==> src/hw/rtl/sha1_message_digest_core_assert.svh <==
// ---------------------------------------------------------------------------
// sha1 digest core assertion macros
// concurrent checks on clk, disabled while arst_n is low
// ---------------------------------------------------------------------------
`ifndef SHA1_MESSAGE_DIGEST_CORE_ASSERT_SVH
`define SHA1_MESSAGE_DIGEST_CORE_ASSERT_SVH

`ifndef SYNTHESIS

// implication in the same cycle
`define SHA1MD_ASSERT_NOW(lbl, ante, cons) \
	lbl: assert property (@(posedge clk) disable iff (!arst_n) (ante) |-> (cons)) \
		else $error("sha1md check failed");

// implication in the next cycle
`define SHA1MD_ASSERT_NEXT(lbl, ante, cons) \
	lbl: assert property (@(posedge clk) disable iff (!arst_n) (ante) |=> (cons)) \
		else $error("sha1md check failed");

`else

`define SHA1MD_ASSERT_NOW(lbl, ante, cons)
`define SHA1MD_ASSERT_NEXT(lbl, ante, cons)

`endif

`endif

==> src/hw/rtl/sha1md_pkg.sv <==
// ---------------------------------------------------------------------------
// sha1md_pkg
// widths, initial chain, round constants and sequencer states of the core
// ---------------------------------------------------------------------------
package sha1md_pkg;

	localparam int BYTE_W      = 8;
	localparam int WORD_W      = 32;
	localparam int WIDX_W      = 3;
	localparam int CHAIN_WORDS = 5;
	localparam int SCHED_DEPTH = 16;
	localparam int SCHED_AW    = 4;
	localparam int HIST_DEPTH  = 8;
	localparam int RND_W       = 7;

	localparam logic [RND_W-1:0] LAST_ROUND  = 7'd79;
	localparam logic [RND_W-1:0] MSG_ROUNDS  = 7'd16;
	localparam logic [RND_W-1:0] PH1_ROUND   = 7'd20;
	localparam logic [RND_W-1:0] PH2_ROUND   = 7'd40;
	localparam logic [RND_W-1:0] PH3_ROUND   = 7'd60;
	localparam logic [WIDX_W-1:0] LAST_WIDX  = 3'd4;
	localparam logic [5:0] LAST_FILL         = 6'd63;
	localparam logic [SCHED_AW-1:0] LEN_HI_WORD = 4'd14;
	localparam logic [SCHED_AW-1:0] LEN_LO_WORD = 4'd15;
	localparam logic [BYTE_W-1:0] PAD_BYTE   = 8'h80;

	localparam logic [WORD_W-1:0] K0 = 32'h5A827999;
	localparam logic [WORD_W-1:0] K1 = 32'h6ED9EBA1;
	localparam logic [WORD_W-1:0] K2 = 32'h8F1BBCDC;
	localparam logic [WORD_W-1:0] K3 = 32'hCA62C1D6;

	localparam logic [WORD_W-1:0] INIT_CHAIN [CHAIN_WORDS] = '{
		32'h67452301, 32'hEFCDAB89, 32'h98BADCFE, 32'h10325476, 32'hC3D2E1F0
	};

	typedef enum logic [2:0] {
		ST_IDLE,
		ST_PREFETCH,
		ST_ROUND,
		ST_FOLD,
		ST_PAD,
		ST_OUT
	} st_t;

endpackage

==> src/hw/rtl/sha1md_in_if.sv <==
// ---------------------------------------------------------------------------
// sha1md_in_if
// message byte channel: valid, ready and one byte transaction
// ---------------------------------------------------------------------------
interface sha1md_in_if import sha1md_pkg::*; ();

	logic              valid;
	logic              ready;
	logic [BYTE_W-1:0] data_byte;
	logic              has_byte;
	logic              end_of_message;

	modport source (output valid, output data_byte, output has_byte,
		output end_of_message, input ready);
	modport sink (input valid, input data_byte, input has_byte,
		input end_of_message, output ready);

endinterface

==> src/hw/rtl/sha1md_out_if.sv <==
// ---------------------------------------------------------------------------
// sha1md_out_if
// digest channel: valid, ready and one digest word per transaction
// ---------------------------------------------------------------------------
interface sha1md_out_if import sha1md_pkg::*; ();

	logic              valid;
	logic              ready;
	logic [WORD_W-1:0] digest_word;
	logic [WIDX_W-1:0] word_index;
	logic              last_word;

	modport source (output valid, output digest_word, output word_index,
		output last_word, input ready);
	modport sink (input valid, input digest_word, input word_index,
		input last_word, output ready);

endinterface

==> src/hw/rtl/sha1_message_digest_core.sv <==
// ---------------------------------------------------------------------------
// sha1_message_digest_core
// byte-serial sha-1 engine built around a 16-word schedule memory
// ---------------------------------------------------------------------------
//
// channel  dir  transaction
// -------  ---  ----------------------------------------------------------
// msg      in   data_byte, has_byte, end_of_message (one byte or an end mark)
// digest   out  digest_word, word_index, last_word (five words per message)
//
// the 64th byte of a block starts a compression (one prefetch, 80 rounds,
// one chain fold); msg.ready is low while it runs, so no new byte is
// taken until the compression is done
// an end mark writes the pad words (up to 16, or up to 18 when the length
// spills into an extra block), compresses, then offers five digest words;
// msg.ready is low until the last digest word is taken
// arst_n loads the initial chain and clears the bit count; the schedule
// memory needs no clearing since every word is written before it is read
// ---------------------------------------------------------------------------
`include "sha1_message_digest_core_assert.svh"

module sha1_message_digest_core
	import sha1md_pkg::*;
(
	input  logic         clk,
	input  logic         arst_n,
	sha1md_in_if.sink    msg,
	sha1md_out_if.source digest
);

	// sequencer
	st_t state_q, state_d;

	// round datapath
	logic [RND_W-1:0]  rnd_q;
	logic [WORD_W-1:0] a_q, b_q, c_q, d_q, e_q;
	logic [WORD_W-1:0] chain_q [CHAIN_WORDS];
	logic [WORD_W-1:0] hist_q [HIST_DEPTH];

	// message state
	logic [63:0]         bit_count_q;
	logic [23:0]         acc_q;
	logic                end_q;
	logic                pad_started_q;
	logic                pad_done_q;
	logic                len_ok_q;
	logic [SCHED_AW-1:0] pad_idx_q;
	logic [WIDX_W-1:0]   out_idx_q;

	// schedule memory: message words, then the rolling expanded schedule
	logic [WORD_W-1:0]   sched_mem [SCHED_DEPTH];
	logic [WORD_W-1:0]   rd0_q, rd1_q;
	logic                mem_we;
	logic [SCHED_AW-1:0] mem_wa;
	logic [WORD_W-1:0]   mem_wd;
	logic [SCHED_AW-1:0] rd_a0, rd_a1;

	logic              accept, byte_acc, blk_full, out_take, out_last;
	logic [5:0]        fill;
	logic [WORD_W-1:0] w_new, w_cur, f_val, k_val, t_val;
	logic              pad_first, pad_len_ok;
	logic [SCHED_AW-1:0] pad_wi;
	logic [WORD_W-1:0] pad_80, pad_data;

	assign accept   = msg.valid && msg.ready;
	assign byte_acc = accept && msg.has_byte;
	assign fill     = bit_count_q[8:3];
	assign blk_full = (fill == LAST_FILL);
	assign out_take = digest.valid && digest.ready;
	assign out_last = (out_idx_q == LAST_WIDX);

	// schedule: w[t-3] and w[t-8] from the history line, w[t-14] and w[t-16]
	// from the memory read issued in the previous cycle
	always_comb begin
		w_new = hist_q[2] ^ hist_q[7] ^ rd1_q ^ rd0_q;
		w_new = {w_new[WORD_W-2:0], w_new[WORD_W-1]};
		w_cur = (rnd_q < MSG_ROUNDS) ? rd0_q : w_new;
	end

	// round function and constant by phase
	always_comb begin
		if (rnd_q < PH1_ROUND) begin
			f_val = (b_q & c_q) | (~b_q & d_q);
			k_val = K0;
		end else if (rnd_q < PH2_ROUND) begin
			f_val = b_q ^ c_q ^ d_q;
			k_val = K1;
		end else if (rnd_q < PH3_ROUND) begin
			f_val = (b_q & c_q) | (b_q & d_q) | (c_q & d_q);
			k_val = K2;
		end else begin
			f_val = b_q ^ c_q ^ d_q;
			k_val = K3;
		end
		t_val = {a_q[26:0], a_q[31:27]} + f_val + e_q + k_val + w_cur;
	end

	// padding: first word carries the buffered bytes and the 0x80 marker,
	// the length sits in the last two words of the final block
	always_comb begin
		pad_first  = !pad_started_q;
		pad_wi     = pad_first ? bit_count_q[8:5] : pad_idx_q;
		pad_len_ok = pad_first ? (bit_count_q[8:6] != 3'b111) : len_ok_q;
		pad_80     = {acc_q, PAD_BYTE} << {~bit_count_q[4:3], 3'b000};
		if (pad_first) begin
			pad_data = pad_80;
		end else if (pad_len_ok && pad_wi == LEN_HI_WORD) begin
			pad_data = bit_count_q[63:32];
		end else if (pad_len_ok && pad_wi == LEN_LO_WORD) begin
			pad_data = bit_count_q[31:0];
		end else begin
			pad_data = '0;
		end
	end

	// next state
	always_comb begin
		state_d = state_q;
		unique case (state_q)
			ST_IDLE: begin
				if (byte_acc && blk_full) begin
					state_d = ST_PREFETCH;
				end else if (accept && msg.end_of_message) begin
					state_d = ST_PAD;
				end
			end
			ST_PREFETCH: begin
				state_d = ST_ROUND;
			end
			ST_ROUND: begin
				if (rnd_q == LAST_ROUND) begin
					state_d = ST_FOLD;
				end
			end
			ST_FOLD: begin
				if (pad_done_q) begin
					state_d = ST_OUT;
				end else if (end_q) begin
					state_d = ST_PAD;
				end else begin
					state_d = ST_IDLE;
				end
			end
			ST_PAD: begin
				if (pad_wi == LEN_LO_WORD) begin
					state_d = ST_PREFETCH;
				end
			end
			ST_OUT: begin
				if (out_take && out_last) begin
					state_d = ST_IDLE;
				end
			end
			default: state_d = ST_IDLE;
		endcase
	end

	// outputs of the sequencer: handshakes and memory port controls
	always_comb begin
		msg.ready    = 1'b0;
		digest.valid = 1'b0;
		mem_we       = 1'b0;
		mem_wa       = pad_wi;
		mem_wd       = pad_data;
		rd_a0        = '0;
		unique case (state_q)
			ST_IDLE: begin
				msg.ready = 1'b1;
				mem_we    = byte_acc && (fill[1:0] == 2'b11);
				mem_wa    = fill[5:2];
				mem_wd    = {acc_q, msg.data_byte};
			end
			ST_PREFETCH: begin
				rd_a0 = '0;
			end
			ST_ROUND: begin
				// next round's words; the slot written now is never among them
				rd_a0  = rnd_q[SCHED_AW-1:0] + 4'd1;
				mem_we = (rnd_q >= MSG_ROUNDS);
				mem_wa = rnd_q[SCHED_AW-1:0];
				mem_wd = w_new;
			end
			ST_FOLD: begin
				mem_we = 1'b0;
			end
			ST_PAD: begin
				mem_we = 1'b1;
			end
			ST_OUT: begin
				digest.valid = 1'b1;
			end
			default: begin
				mem_we = 1'b0;
			end
		endcase
		rd_a1 = rd_a0 + 4'd2;
	end

	assign digest.digest_word = chain_q[out_idx_q];
	assign digest.word_index  = out_idx_q;
	assign digest.last_word   = out_last;

	// schedule memory, one write and two registered reads
	always_ff @(posedge clk) begin
		if (mem_we) begin
			sched_mem[mem_wa] <= mem_wd;
		end
		rd0_q <= sched_mem[rd_a0];
		rd1_q <= sched_mem[rd_a1];
	end

	// control and chain state
	always_ff @(posedge clk or negedge arst_n) begin
		if (!arst_n) begin
			state_q       <= ST_IDLE;
			rnd_q         <= '0;
			bit_count_q   <= '0;
			end_q         <= 1'b0;
			pad_started_q <= 1'b0;
			pad_done_q    <= 1'b0;
			len_ok_q      <= 1'b0;
			pad_idx_q     <= '0;
			out_idx_q     <= '0;
			for (int i = 0; i < CHAIN_WORDS; i++) begin
				chain_q[i] <= INIT_CHAIN[i];
			end
		end else begin
			state_q <= state_d;
			case (state_q)
				ST_IDLE: begin
					if (accept) begin
						end_q <= msg.end_of_message;
					end
					if (byte_acc) begin
						bit_count_q <= bit_count_q + 64'd8;
					end
				end
				ST_PREFETCH: begin
					rnd_q <= '0;
				end
				ST_ROUND: begin
					rnd_q <= rnd_q + 7'd1;
				end
				ST_FOLD: begin
					chain_q[0] <= chain_q[0] + a_q;
					chain_q[1] <= chain_q[1] + b_q;
					chain_q[2] <= chain_q[2] + c_q;
					chain_q[3] <= chain_q[3] + d_q;
					chain_q[4] <= chain_q[4] + e_q;
				end
				ST_PAD: begin
					pad_started_q <= 1'b1;
					pad_idx_q     <= pad_wi + 4'd1;
					len_ok_q      <= (pad_wi == LEN_LO_WORD) ? 1'b1 : pad_len_ok;
					if (pad_wi == LEN_LO_WORD && pad_len_ok) begin
						pad_done_q <= 1'b1;
					end
				end
				ST_OUT: begin
					if (out_take) begin
						if (out_last) begin
							// back to the initial chain for the next message
							out_idx_q     <= '0;
							bit_count_q   <= '0;
							end_q         <= 1'b0;
							pad_started_q <= 1'b0;
							pad_done_q    <= 1'b0;
							len_ok_q      <= 1'b0;
							for (int i = 0; i < CHAIN_WORDS; i++) begin
								chain_q[i] <= INIT_CHAIN[i];
							end
						end else begin
							out_idx_q <= out_idx_q + 3'd1;
						end
					end
				end
				default: begin
					end_q <= end_q;
				end
			endcase
		end
	end

	// byte assembly, working variables and schedule history
	always_ff @(posedge clk) begin
		if (byte_acc) begin
			acc_q <= {acc_q[15:0], msg.data_byte};
		end
		if (state_q == ST_PREFETCH) begin
			a_q <= chain_q[0];
			b_q <= chain_q[1];
			c_q <= chain_q[2];
			d_q <= chain_q[3];
			e_q <= chain_q[4];
		end else if (state_q == ST_ROUND) begin
			a_q <= t_val;
			b_q <= a_q;
			c_q <= {b_q[1:0], b_q[31:2]};
			d_q <= c_q;
			e_q <= d_q;
			hist_q[0] <= w_cur;
			for (int i = 1; i < HIST_DEPTH; i++) begin
				hist_q[i] <= hist_q[i-1];
			end
		end
	end

	`SHA1MD_ASSERT_NOW(a_round_range, state_q == ST_ROUND, rnd_q <= LAST_ROUND)
	`SHA1MD_ASSERT_NOW(a_digest_after_pad, digest.valid, pad_done_q && !msg.ready)
	`SHA1MD_ASSERT_NOW(a_no_sched_overlap, state_q == ST_ROUND && mem_we, mem_wa != rd_a0 && mem_wa != rd_a1)
	`SHA1MD_ASSERT_NEXT(a_restart_clean, out_take && out_last, bit_count_q == 64'd0 && state_q == ST_IDLE && chain_q[0] == INIT_CHAIN[0])

endmodule

==> src/flat_wrapper.sv <==
// flat-port wrapper written by rule: the top's interface ports become plain ports
module sha1_message_digest_core_flat import sha1md_pkg::*;
  (clk, arst_n, msg_valid, msg_data_byte, msg_has_byte, msg_end_of_message, msg_ready, digest_valid, digest_digest_word, digest_word_index, digest_last_word, digest_ready);
  sha1md_in_if msg_i ();
  sha1md_out_if digest_i ();
  input  logic clk;
  input  logic arst_n;
  input wire logic [$bits(msg_i.valid)-1:0] msg_valid;
  input wire logic [$bits(msg_i.data_byte)-1:0] msg_data_byte;
  input wire logic [$bits(msg_i.has_byte)-1:0] msg_has_byte;
  input wire logic [$bits(msg_i.end_of_message)-1:0] msg_end_of_message;
  output wire logic [$bits(msg_i.ready)-1:0] msg_ready;
  output wire logic [$bits(digest_i.valid)-1:0] digest_valid;
  output wire logic [$bits(digest_i.digest_word)-1:0] digest_digest_word;
  output wire logic [$bits(digest_i.word_index)-1:0] digest_word_index;
  output wire logic [$bits(digest_i.last_word)-1:0] digest_last_word;
  input wire logic [$bits(digest_i.ready)-1:0] digest_ready;
  assign msg_i.valid = msg_valid;
  assign msg_i.data_byte = msg_data_byte;
  assign msg_i.has_byte = msg_has_byte;
  assign msg_i.end_of_message = msg_end_of_message;
  assign msg_ready = msg_i.ready;
  assign digest_valid = digest_i.valid;
  assign digest_digest_word = digest_i.digest_word;
  assign digest_word_index = digest_i.word_index;
  assign digest_last_word = digest_i.last_word;
  assign digest_i.ready = digest_ready;
  sha1_message_digest_core u_core (.clk(clk), .arst_n(arst_n), .msg(msg_i), .digest(digest_i));
endmodule
==> config.mk <==
export PLATFORM = sky130hd
export DESIGN_NAME = sha1_message_digest_core_flat
export DESIGN_NICKNAME = d
export VERILOG_FILES = /design/src/hw/rtl/sha1md_pkg.sv /design/src/hw/rtl/sha1md_in_if.sv /design/src/hw/rtl/sha1md_out_if.sv /design/src/hw/rtl/sha1_message_digest_core.sv /design/src/flat_wrapper.sv
export VERILOG_INCLUDE_DIRS = /design/src /design/src/hw/rtl
export SDC_FILE = /design/constraint.sdc
export NUM_CORES = 2
export LEC_CHECK = 0
export ABC_AREA = 0
export BUFFER_PORTS_ARGS = -buffer_cell sky130_fd_sc_hd__buf_2
export CAP_MARGIN = 15
export CORE_MARGIN = 4
export CORE_UTILIZATION = 64
export CTS_CLUSTER_SIZE = 20
export DETAILED_ROUTE_END_ITERATION = 6
export PLACE_DENSITY = 0.8
export SLEW_MARGIN = 25
export SYNTH_ARGS = -nofsm -noshare
export SYNTH_HDL_FRONTEND = slang
export SYNTH_SLANG_ARGS = --single-unit
==> constraint.sdc <==
create_clock -name clk -period 11.3 [get_ports clk]
set_input_delay 1.695 -clock clk [delete_from_list [all_inputs] [get_ports clk]]
set_output_delay 1.695 -clock clk [all_outputs]
set_load 0.02 [all_outputs]
== Word-level counts from Yosys, hierarchy flattened ==
Memories as Yosys holds them, arrays and structs flattened. A register that Yosys moved wholly into a read port is not among the register bits.
Cells that the tools add are included.

* Register bits after elaboration: 429
* Memory bits (writable): 768
* Bits of input ports: 14
* Output and inout bits: 38
* Word-level logic and storage cells: 163
* Memories kept: 2

{| class="wikitable"
|+ Memory list
! name !! words !! width !! read ports !! clocked after memory_dff !! wr ports !! line !! text
|-
| u_core.sched_mem || 16 || 32 || 2 || 2 || 1 || sha1_message_digest_core.sv:51 || <nowiki>logic [WORD_W-1:0] sched_mem [SCHED_DEPTH];</nowiki>
|-
| u_core.hist_q || 8 || 32 || 8 || 0 || 8 || sha1_message_digest_core.sv:38 || <nowiki>logic [WORD_W-1:0] hist_q [HIST_DEPTH];</nowiki>
|}

* Add/sub/neg operators: 15
* $lt $le $gt $ge: 6
* Equality and inequality tests: 21
* Shift operators: 1
* Mux-type cells: 62
* Bitwise logic cells: 15
* Reductions and logical operators: 21

{| class="wikitable"
|+ Operator list
! kind !! count
|-
| 32-bit two-way mux || 21
|-
| 160-bit two-way mux || 2
|-
| 160-bit case mux with 2 select lines || 1
|-
| 32-bit adder || 9
|-
| 64-bit two-way mux || 3
|-
| 32-bit XOR || 5
|-
| 32-bit AND || 4
|-
| 64-bit case mux with 2 select lines || 1
|-
| 32-bit binary-select mux with 3-bit select || 1
|-
| 32-bit OR || 3
|-
| 64-bit by 4-bit adder with 64-bit output (second input constant) || 1
|-
| 32-bit case mux with 2 select lines || 1
|-
| 32-bit inverter || 1
|-
| 32-bit by 5-bit << shifter with 32-bit output || 1
|-
| 31-bit two-way mux || 1
|-
| 3-bit two-way mux || 8
|-
| 3-bit case mux with 6 select lines || 1
|-
| 2-bit by 1-bit inequality test with 1-bit output (second input constant) || 8
|-
| 4-bit AND reduction || 4
|-
| 7-bit by 5-bit < comparator with 1-bit output (second input constant) || 2
|-
| 7-bit by 6-bit < comparator with 1-bit output (second input constant) || 2
|-
| 7-bit case mux with 2 select lines || 1
|-
| 1-bit two-way mux || 13
|-
| 3-bit == test (second input constant) || 3
|-
| other kinds (25) || 44
|}

== Logic depth before layout (Yosys ltp) ==
* Word-level depth: 12
* Depth in mapped cells: 27
* Depth with buffers taken out: 25

== Least setup slack after synthesis ==
No wires, ideal clock.

* Path kind: flip-flop to flip-flop
* Start: register u_core.state_q[0]
* End: memory u_core.sched_mem[0][10], data pin
* Library setup time: 0.330 ns
* Data arrival time: 9.374 ns
* Required time: 10.970 ns
* Slack: 1.596 ns
* Cell stages (with the launch flop): 9
* Cell sequence: dfrtp_1 > clkbuf_1 > nor2_1 > nand2_1 > inv_1 > clkbuf_1 > buf_1 > a22oi_1 > o21ai_0

* Longest elaborated chain between the ends: 2

{| class="wikitable"
|+ RTL lines
! element !! line !! text
|-
| start, declared || sha1_message_digest_core.sv:32 || <nowiki>st_t state_q, state_d;</nowiki>
|-
| start signal, assigned || sha1_message_digest_core.sv:228 || <nowiki>state_q <= state_d;</nowiki>
|-
| 3-bit by 2-bit == test with 1-bit output / 3-bit logical NOT (equally long branches) || sha1_message_digest_core.sv:166 || <nowiki>unique case (state_q)</nowiki>
|-
| 32-bit case mux with 2 select lines * || sha1_message_digest_core.sv:166 ||
|-
| via u_core.mem_wd[10] || sha1_message_digest_core.sv:55 || <nowiki>logic [WORD_W-1:0] mem_wd;</nowiki>
|-
| end, declared || sha1_message_digest_core.sv:51 ||
|}

Mark *: on every way through the listed nets, which the timed path passes. The rest lies on a longest branch.

== Final worst setup path ==
* Start: register u_core.rnd_q[3]
* End: register u_core.a_q[31], data pin

* Longest elaborated chain between the ends: 10

{| class="wikitable"
|+ RTL lines
! element !! line !! text
|-
| start, declared || sha1_message_digest_core.sv:35 || <nowiki>logic [RND_W-1:0] rnd_q;</nowiki>
|-
| start signal, assigned || sha1_message_digest_core.sv:242 || <nowiki>rnd_q <= rnd_q + 7'd1;</nowiki>
|-
| 7-bit by 6-bit < comparator with 1-bit output || sha1_message_digest_core.sv:88 || <nowiki>end else if (rnd_q < PH3_ROUND) begin</nowiki>
|-
| 32-bit two-way mux || sha1_message_digest_core.sv:88 ||
|-
| 32-bit two-way mux || sha1_message_digest_core.sv:85 || <nowiki>end else if (rnd_q < PH2_ROUND) begin</nowiki>
|-
| 32-bit two-way mux || sha1_message_digest_core.sv:82 || <nowiki>if (rnd_q < PH1_ROUND) begin</nowiki>
|-
| 32-bit adder (3 in series) || sha1_message_digest_core.sv:95 || <nowiki>t_val = {a_q[26:0], a_q[31:27]} + f_val + e_q + k_val + w_cur;</nowiki>
|-
| 32-bit adder * || sha1_message_digest_core.sv:95 ||
|-
| 32-bit two-way mux * || sha1_message_digest_core.sv:295 || <nowiki>end else if (state_q == ST_ROUND) begin</nowiki>
|-
| 32-bit two-way mux * || sha1_message_digest_core.sv:289 || <nowiki>if (state_q == ST_PREFETCH) begin</nowiki>
|-
| end signal, assigned || sha1_message_digest_core.sv:290 || <nowiki>a_q <= chain_q[0];</nowiki>
|-
| end signal, assigned || sha1_message_digest_core.sv:296 || <nowiki>a_q <= t_val;</nowiki>
|-
| end, declared || sha1_message_digest_core.sv:36 || <nowiki>logic [WORD_W-1:0] a_q, b_q, c_q, d_q, e_q;</nowiki>
|}

Mark *: on every way between the ends. The rest lies on a longest branch, timed or not. The select of a mux whose other input is x is not followed.
A chain may end at the register's enable or synchronous reset.

==> impl_metrics.prom <==
# TYPE chip_impl_metric gauge
chip_impl_info{name="run_status",value="finished clean"} 1
chip_impl_metric{name="clock_tree.htree_level_count",unit=""} 4
chip_impl_metric{name="drt_pre_antenna_iters",unit=""} 6
chip_impl_metric{name="cp_slowest_stage_delay",unit="ps"} 580
chip_impl_metric{name="numClockSinks",unit=""} 1258
chip_impl_metric{name="async_flop_share",unit="%"} 19.2
chip_impl_metric{name="post_drt_via_cell_ratio",unit=""} 6.67
chip_impl_metric{name="drt_drc",unit=""} 0
chip_impl_metric{name="fmaxAchievable",unit="GHz"} 0.136
chip_impl_info{name="rsz0062_at_grt",value="false"} 1
chip_impl_metric{name="via_count",unit=""} 46500
chip_impl_metric{name="ios",unit=""} 52
chip_impl_metric{name="synthToLayoutAreaGrowth",unit="%"} 9.48
chip_impl_metric{name="finalSetupViolations",unit=""} 0
chip_impl_metric{name="transition_at_the_pin_with_the_smallest_max_transition_slack",unit="ps"} 1100
chip_impl_metric{name="skew",unit="ps"} 31.4
chip_impl_metric{name="timing.final.ws_setup",unit="ps"} 3930
chip_impl_metric{name="final.min_clock_period",unit="ps"} 7370
chip_impl_metric{name="finish.cell_count_without_fillers",unit=""} 6976
chip_impl_info{name="cts-root-buf",value="sky130_fd_sc_hd__clkbuf_16"} 1
chip_impl_metric{name="synthDistinctLibCells",unit=""} 89
chip_impl_metric{name="post_cts.resized_instances",unit=""} 0
chip_impl_metric{name="critical_path_arrival",unit="ps"} 7850
chip_impl_metric{name="design.final.nets",unit=""} 5870
chip_impl_info{name="commonest_register_cell_after_synthesis",value="sky130_fd_sc_hd__edfxtp_1"} 1
chip_impl_metric{name="static_power_due_to_leakage",unit="nW"} 27.1
chip_impl_info{name="endpoint_kind",value="flop"} 1
chip_impl_metric{name="critical_path.n_buffers_inverters",unit=""} 4
chip_impl_metric{name="placed_cells",unit=""} 6728
chip_impl_metric{name="clk_latency",unit="ps"} 750
chip_impl_metric{name="worst-path-max-fanout",unit=""} 37
chip_impl_metric{name="worst_setup_hold_path_clk_slew",unit="ps"} 70
chip_impl_metric{name="via_count_of_the_first_global_routing_pass",unit=""} 44900
chip_impl_metric{name="synth_sequential_area_ratio",unit="%"} 55.2
chip_impl_metric{name="chipWidth",unit="um"} 327
chip_impl_metric{name="ir_drop",unit="V"} 0.000373
chip_impl_metric{name="synth.yosys.warnings",unit=""} 0
chip_impl_metric{name="hold_viol_final",unit=""} 0
chip_impl_metric{name="drive_above_1_share",unit="%"} 10.7
chip_impl_metric{name="synth_area_per_cell",unit="um^2"} 11.9
chip_impl_metric{name="syn_inst",unit=""} 5491
chip_impl_metric{name="accumulated_negative_setup_slack",unit="ps"} 0
chip_impl_metric{name="global_route_wire_length_before_repair",unit="mm"} 274
chip_impl_info{name="cts_tree",value="yes"} 1
chip_impl_metric{name="antenna_left",unit=""} 0
chip_impl_metric{name="grt_antenna_before_repair",unit=""} 3
chip_impl_metric{name="initial_core_utilization",unit="%"} 64.9
chip_impl_metric{name="port-buffer-count",unit=""} 51
chip_impl_metric{name="globalRouteTotalUtil",unit="%"} 33.8
chip_impl_metric{name="overflow",unit=""} 0
chip_impl_metric{name="hpwl",unit="mm"} 118
chip_impl_info{name="crit_top_cell",value="sky130_fd_sc_hd__fa_1"} 1
chip_impl_metric{name="drv_slew",unit=""} 0
chip_impl_metric{name="detail_route.wl_per_cell",unit="um"} 26.0
chip_impl_info{name="hold_path.class",value="reg -> reg"} 1
chip_impl_metric{name="timing.slew.headroom",unit="%"} 26.5
chip_impl_metric{name="postCtsSetupBuffers",unit=""} 0
chip_impl_metric{name="max_cap_viol_count",unit=""} 0
chip_impl_metric{name="core.rowCount",unit=""} 116
chip_impl_metric{name="cts_hold_buf",unit=""} 0
chip_impl_info{name="cpMaxStageDelayCell",value="sky130_fd_sc_hd__nand2_1"} 1
chip_impl_metric{name="cts_inserted_buffers",unit=""} 131
chip_impl_metric{name="placement.setup.worst_slack",unit="ps"} 4070
chip_impl_metric{name="summed_instance_area_of_the_synthesized_netlist",unit="mm^2"} 0.0653
chip_impl_metric{name="die-area",unit="mm^2"} 0.107
chip_impl_metric{name="clock_path_buffers",unit=""} 3
chip_impl_info{name="timing.critical_path.from_type",value="flop"} 1
chip_impl_metric{name="total_of_flip_flops_plus_latches_after_synthesis",unit=""} 1258
chip_impl_metric{name="critical_path_required",unit="ps"} 11780
chip_impl_info{name="timing.setup.critical_path_class",value="reg -> reg"} 1
chip_impl_metric{name="grt_max_degree",unit=""} 189
chip_impl_metric{name="placer_congestion_estimate",unit=""} 0.961
chip_impl_metric{name="synth-edff-count",unit=""} 952
chip_impl_metric{name="power_per_cell_area",unit="mW/mm^2"} 355
chip_impl_metric{name="violation_count_after_the_first_detailed_routing_iteration",unit=""} 6203
chip_impl_metric{name="dieHeight",unit="um"} 327
chip_impl_metric{name="drt_wl_total",unit="mm"} 181
chip_impl_metric{name="fin_crit_sh",unit="%"} 65.3
chip_impl_metric{name="synthesized_nets",unit=""} 5856
chip_impl_info{name="cpLargestDelayFamily",value="compound AO/OA/AOI/OAI gates"} 1
chip_impl_metric{name="placeableCoreArea",unit="mm^2"} 0.101
==> path summary, 6_finish.rpt <==
path	end	from	slack, ps	cells after the start
hold reg to reg	u_core.hist_q[1][76]	u_core.hist_q[1][44]	400	0
min in group asynchronous	u_core.chain_q[77]	arst_n	900	1
setup reg to reg	u_core.a_q[31]	u_core.rnd_q[3]	3930	26
setup / recovery	u_core.a_q[31]	u_core.rnd_q[3]	3930	26
max in group asynchronous	u_core.chain_q[29]	arst_n	8270	3
hold / removal	u_core.hist_q[1][76]	u_core.hist_q[1][44]	400	0
==> sequential cells by signal (all words and copies together), names as in the netlist, 7 cells and up <==
name	flops
u_core.sched_mem	512
u_core.hist_q	256
u_core.chain_q	160
u_core.bit_count_q	61
u_core.a_q	32
u_core.b_q	32
u_core.c_q	32
u_core.d_q	32
u_core.e_q	32
u_core.rd0_q	32
u_core.rd1_q	32
u_core.acc_q	24
u_core.rnd_q	7
==> power breakdown <==
| group | switching, mW | internal, mW |
|---|---|---|
| Sequential | 1.00 | 6.98 |
| Clock | 1.84 | 2.44 |
| Combinational | 8.02 | 5.07 |
| Total | 10.9 | 14.5 |
==> placed cells by master (no fill, tap or decap), types with 62 or more instances in the layout <==
cell type,instances
sky130_fd_sc_hd__a21o_1,97
sky130_fd_sc_hd__a21oi_1,271
sky130_fd_sc_hd__and3_1,62
sky130_fd_sc_hd__buf_4,86
sky130_fd_sc_hd__clkbuf_16,134
sky130_fd_sc_hd__dfrtp_1,160
sky130_fd_sc_hd__dfstp_2,80
sky130_fd_sc_hd__dfxtp_1,64
sky130_fd_sc_hd__edfxtp_1,952
sky130_fd_sc_hd__fa_1,124
sky130_fd_sc_hd__ha_1,226
sky130_fd_sc_hd__inv_1,272
sky130_fd_sc_hd__mux2i_1,297
sky130_fd_sc_hd__mux4_2,96
sky130_fd_sc_hd__nand2_1,782
sky130_fd_sc_hd__nand3_1,106
sky130_fd_sc_hd__nor2_1,259
sky130_fd_sc_hd__o21ai_0,337
sky130_fd_sc_hd__xnor2_1,184
sky130_fd_sc_hd__xor2_1,121
==> per-stage QoR <==
step | cell area, um^2 | hold WS [ps] | util (%) | power (mW)
global placement | 67100 | 400 | 66.7 | 20.2
global route | 71400 | 410 | 71.0 | 26.9
finish | 71500 | 403 | 71.0 | 25.3
detailed placement | 67200 | 405 | 66.8 | 20.6
floorplan | 65300 | 400 | - | 17.0
CTS | 71400 | 405 | 71.0 | 25.0
==> layer usage <==
metal	GRT usage (%)	wire, um	share of wire [%]	vias to the layer above
met3	7.84	23000	13	593
met1	48.1	69300	38	22700
met5	0	13	0.0072	-
met4	16.1	9700	5.3	2
met2	49.5	79400	44	3216
li1	-	-	-	20000
==> synthesized netlist by cell type, drive strengths merged (13+ instances only) <==
library cell	count	area share [%]
a211oi	53	0.61
a21o	97	1.1
a21oi	272	2.1
a221oi	22	0.30
a22oi	28	0.33
a311oi	37	0.50
a31oi	15	0.14
a41oi	35	0.47
and2	39	0.37
and3	62	0.59
buf	56	0.40
clkbuf	205	1.2
dfrtp	162	6.2
dfstp	80	3.2
dfxtp	64	2.0
edfxtp	952	44
fa	124	3.8
ha	227	4.4
inv	275	1.6
mux2	17	0.29
mux2i	297	4.6
mux4	96	3.3
nand2	787	4.5
nand2b	32	0.31
nand3	109	0.85
nand4	19	0.18
nor2	283	1.7
nor2b	50	0.48
nor3	52	0.41
o211ai	20	0.23
o21a	38	0.44
o21ai	342	2.6
o21bai	24	0.28
o22ai	13	0.12
o31ai	31	0.36
o32ai	18	0.24
or3	26	0.26
xnor2	185	2.5
xor2	122	1.6
==> cells by family (layout without fill, tap and decap cells) <==
kind of cell / count (synthesis) / count (layout) / synth area share [%]
fa+ha+maj: 351 / 351 / 8.15
mux: 410 / 410 / 8.16
simple gates: 1506 / 1506 / 10.2
flops: 1258 / 1258 / 55.2
compound gates: 1123 / 1123 / 11.0
buf+inv: 536 / 660 / 3.16
xor+xnor: 307 / 307 / 4.12
other cells: 0 / 4 / 0
==> final cells by class <==
type,instances,area [um^2]
diodes,4,10.0
repair buffers,142,1020
clock buffers,181,3610
flip-flops and latches,1258,36000
clock inverters,62,594
inverters,275,1050
fillers,6631,29100
multi-input cells,3697,27500
well taps,1357,1700
(Power assumes the default switching activity.)
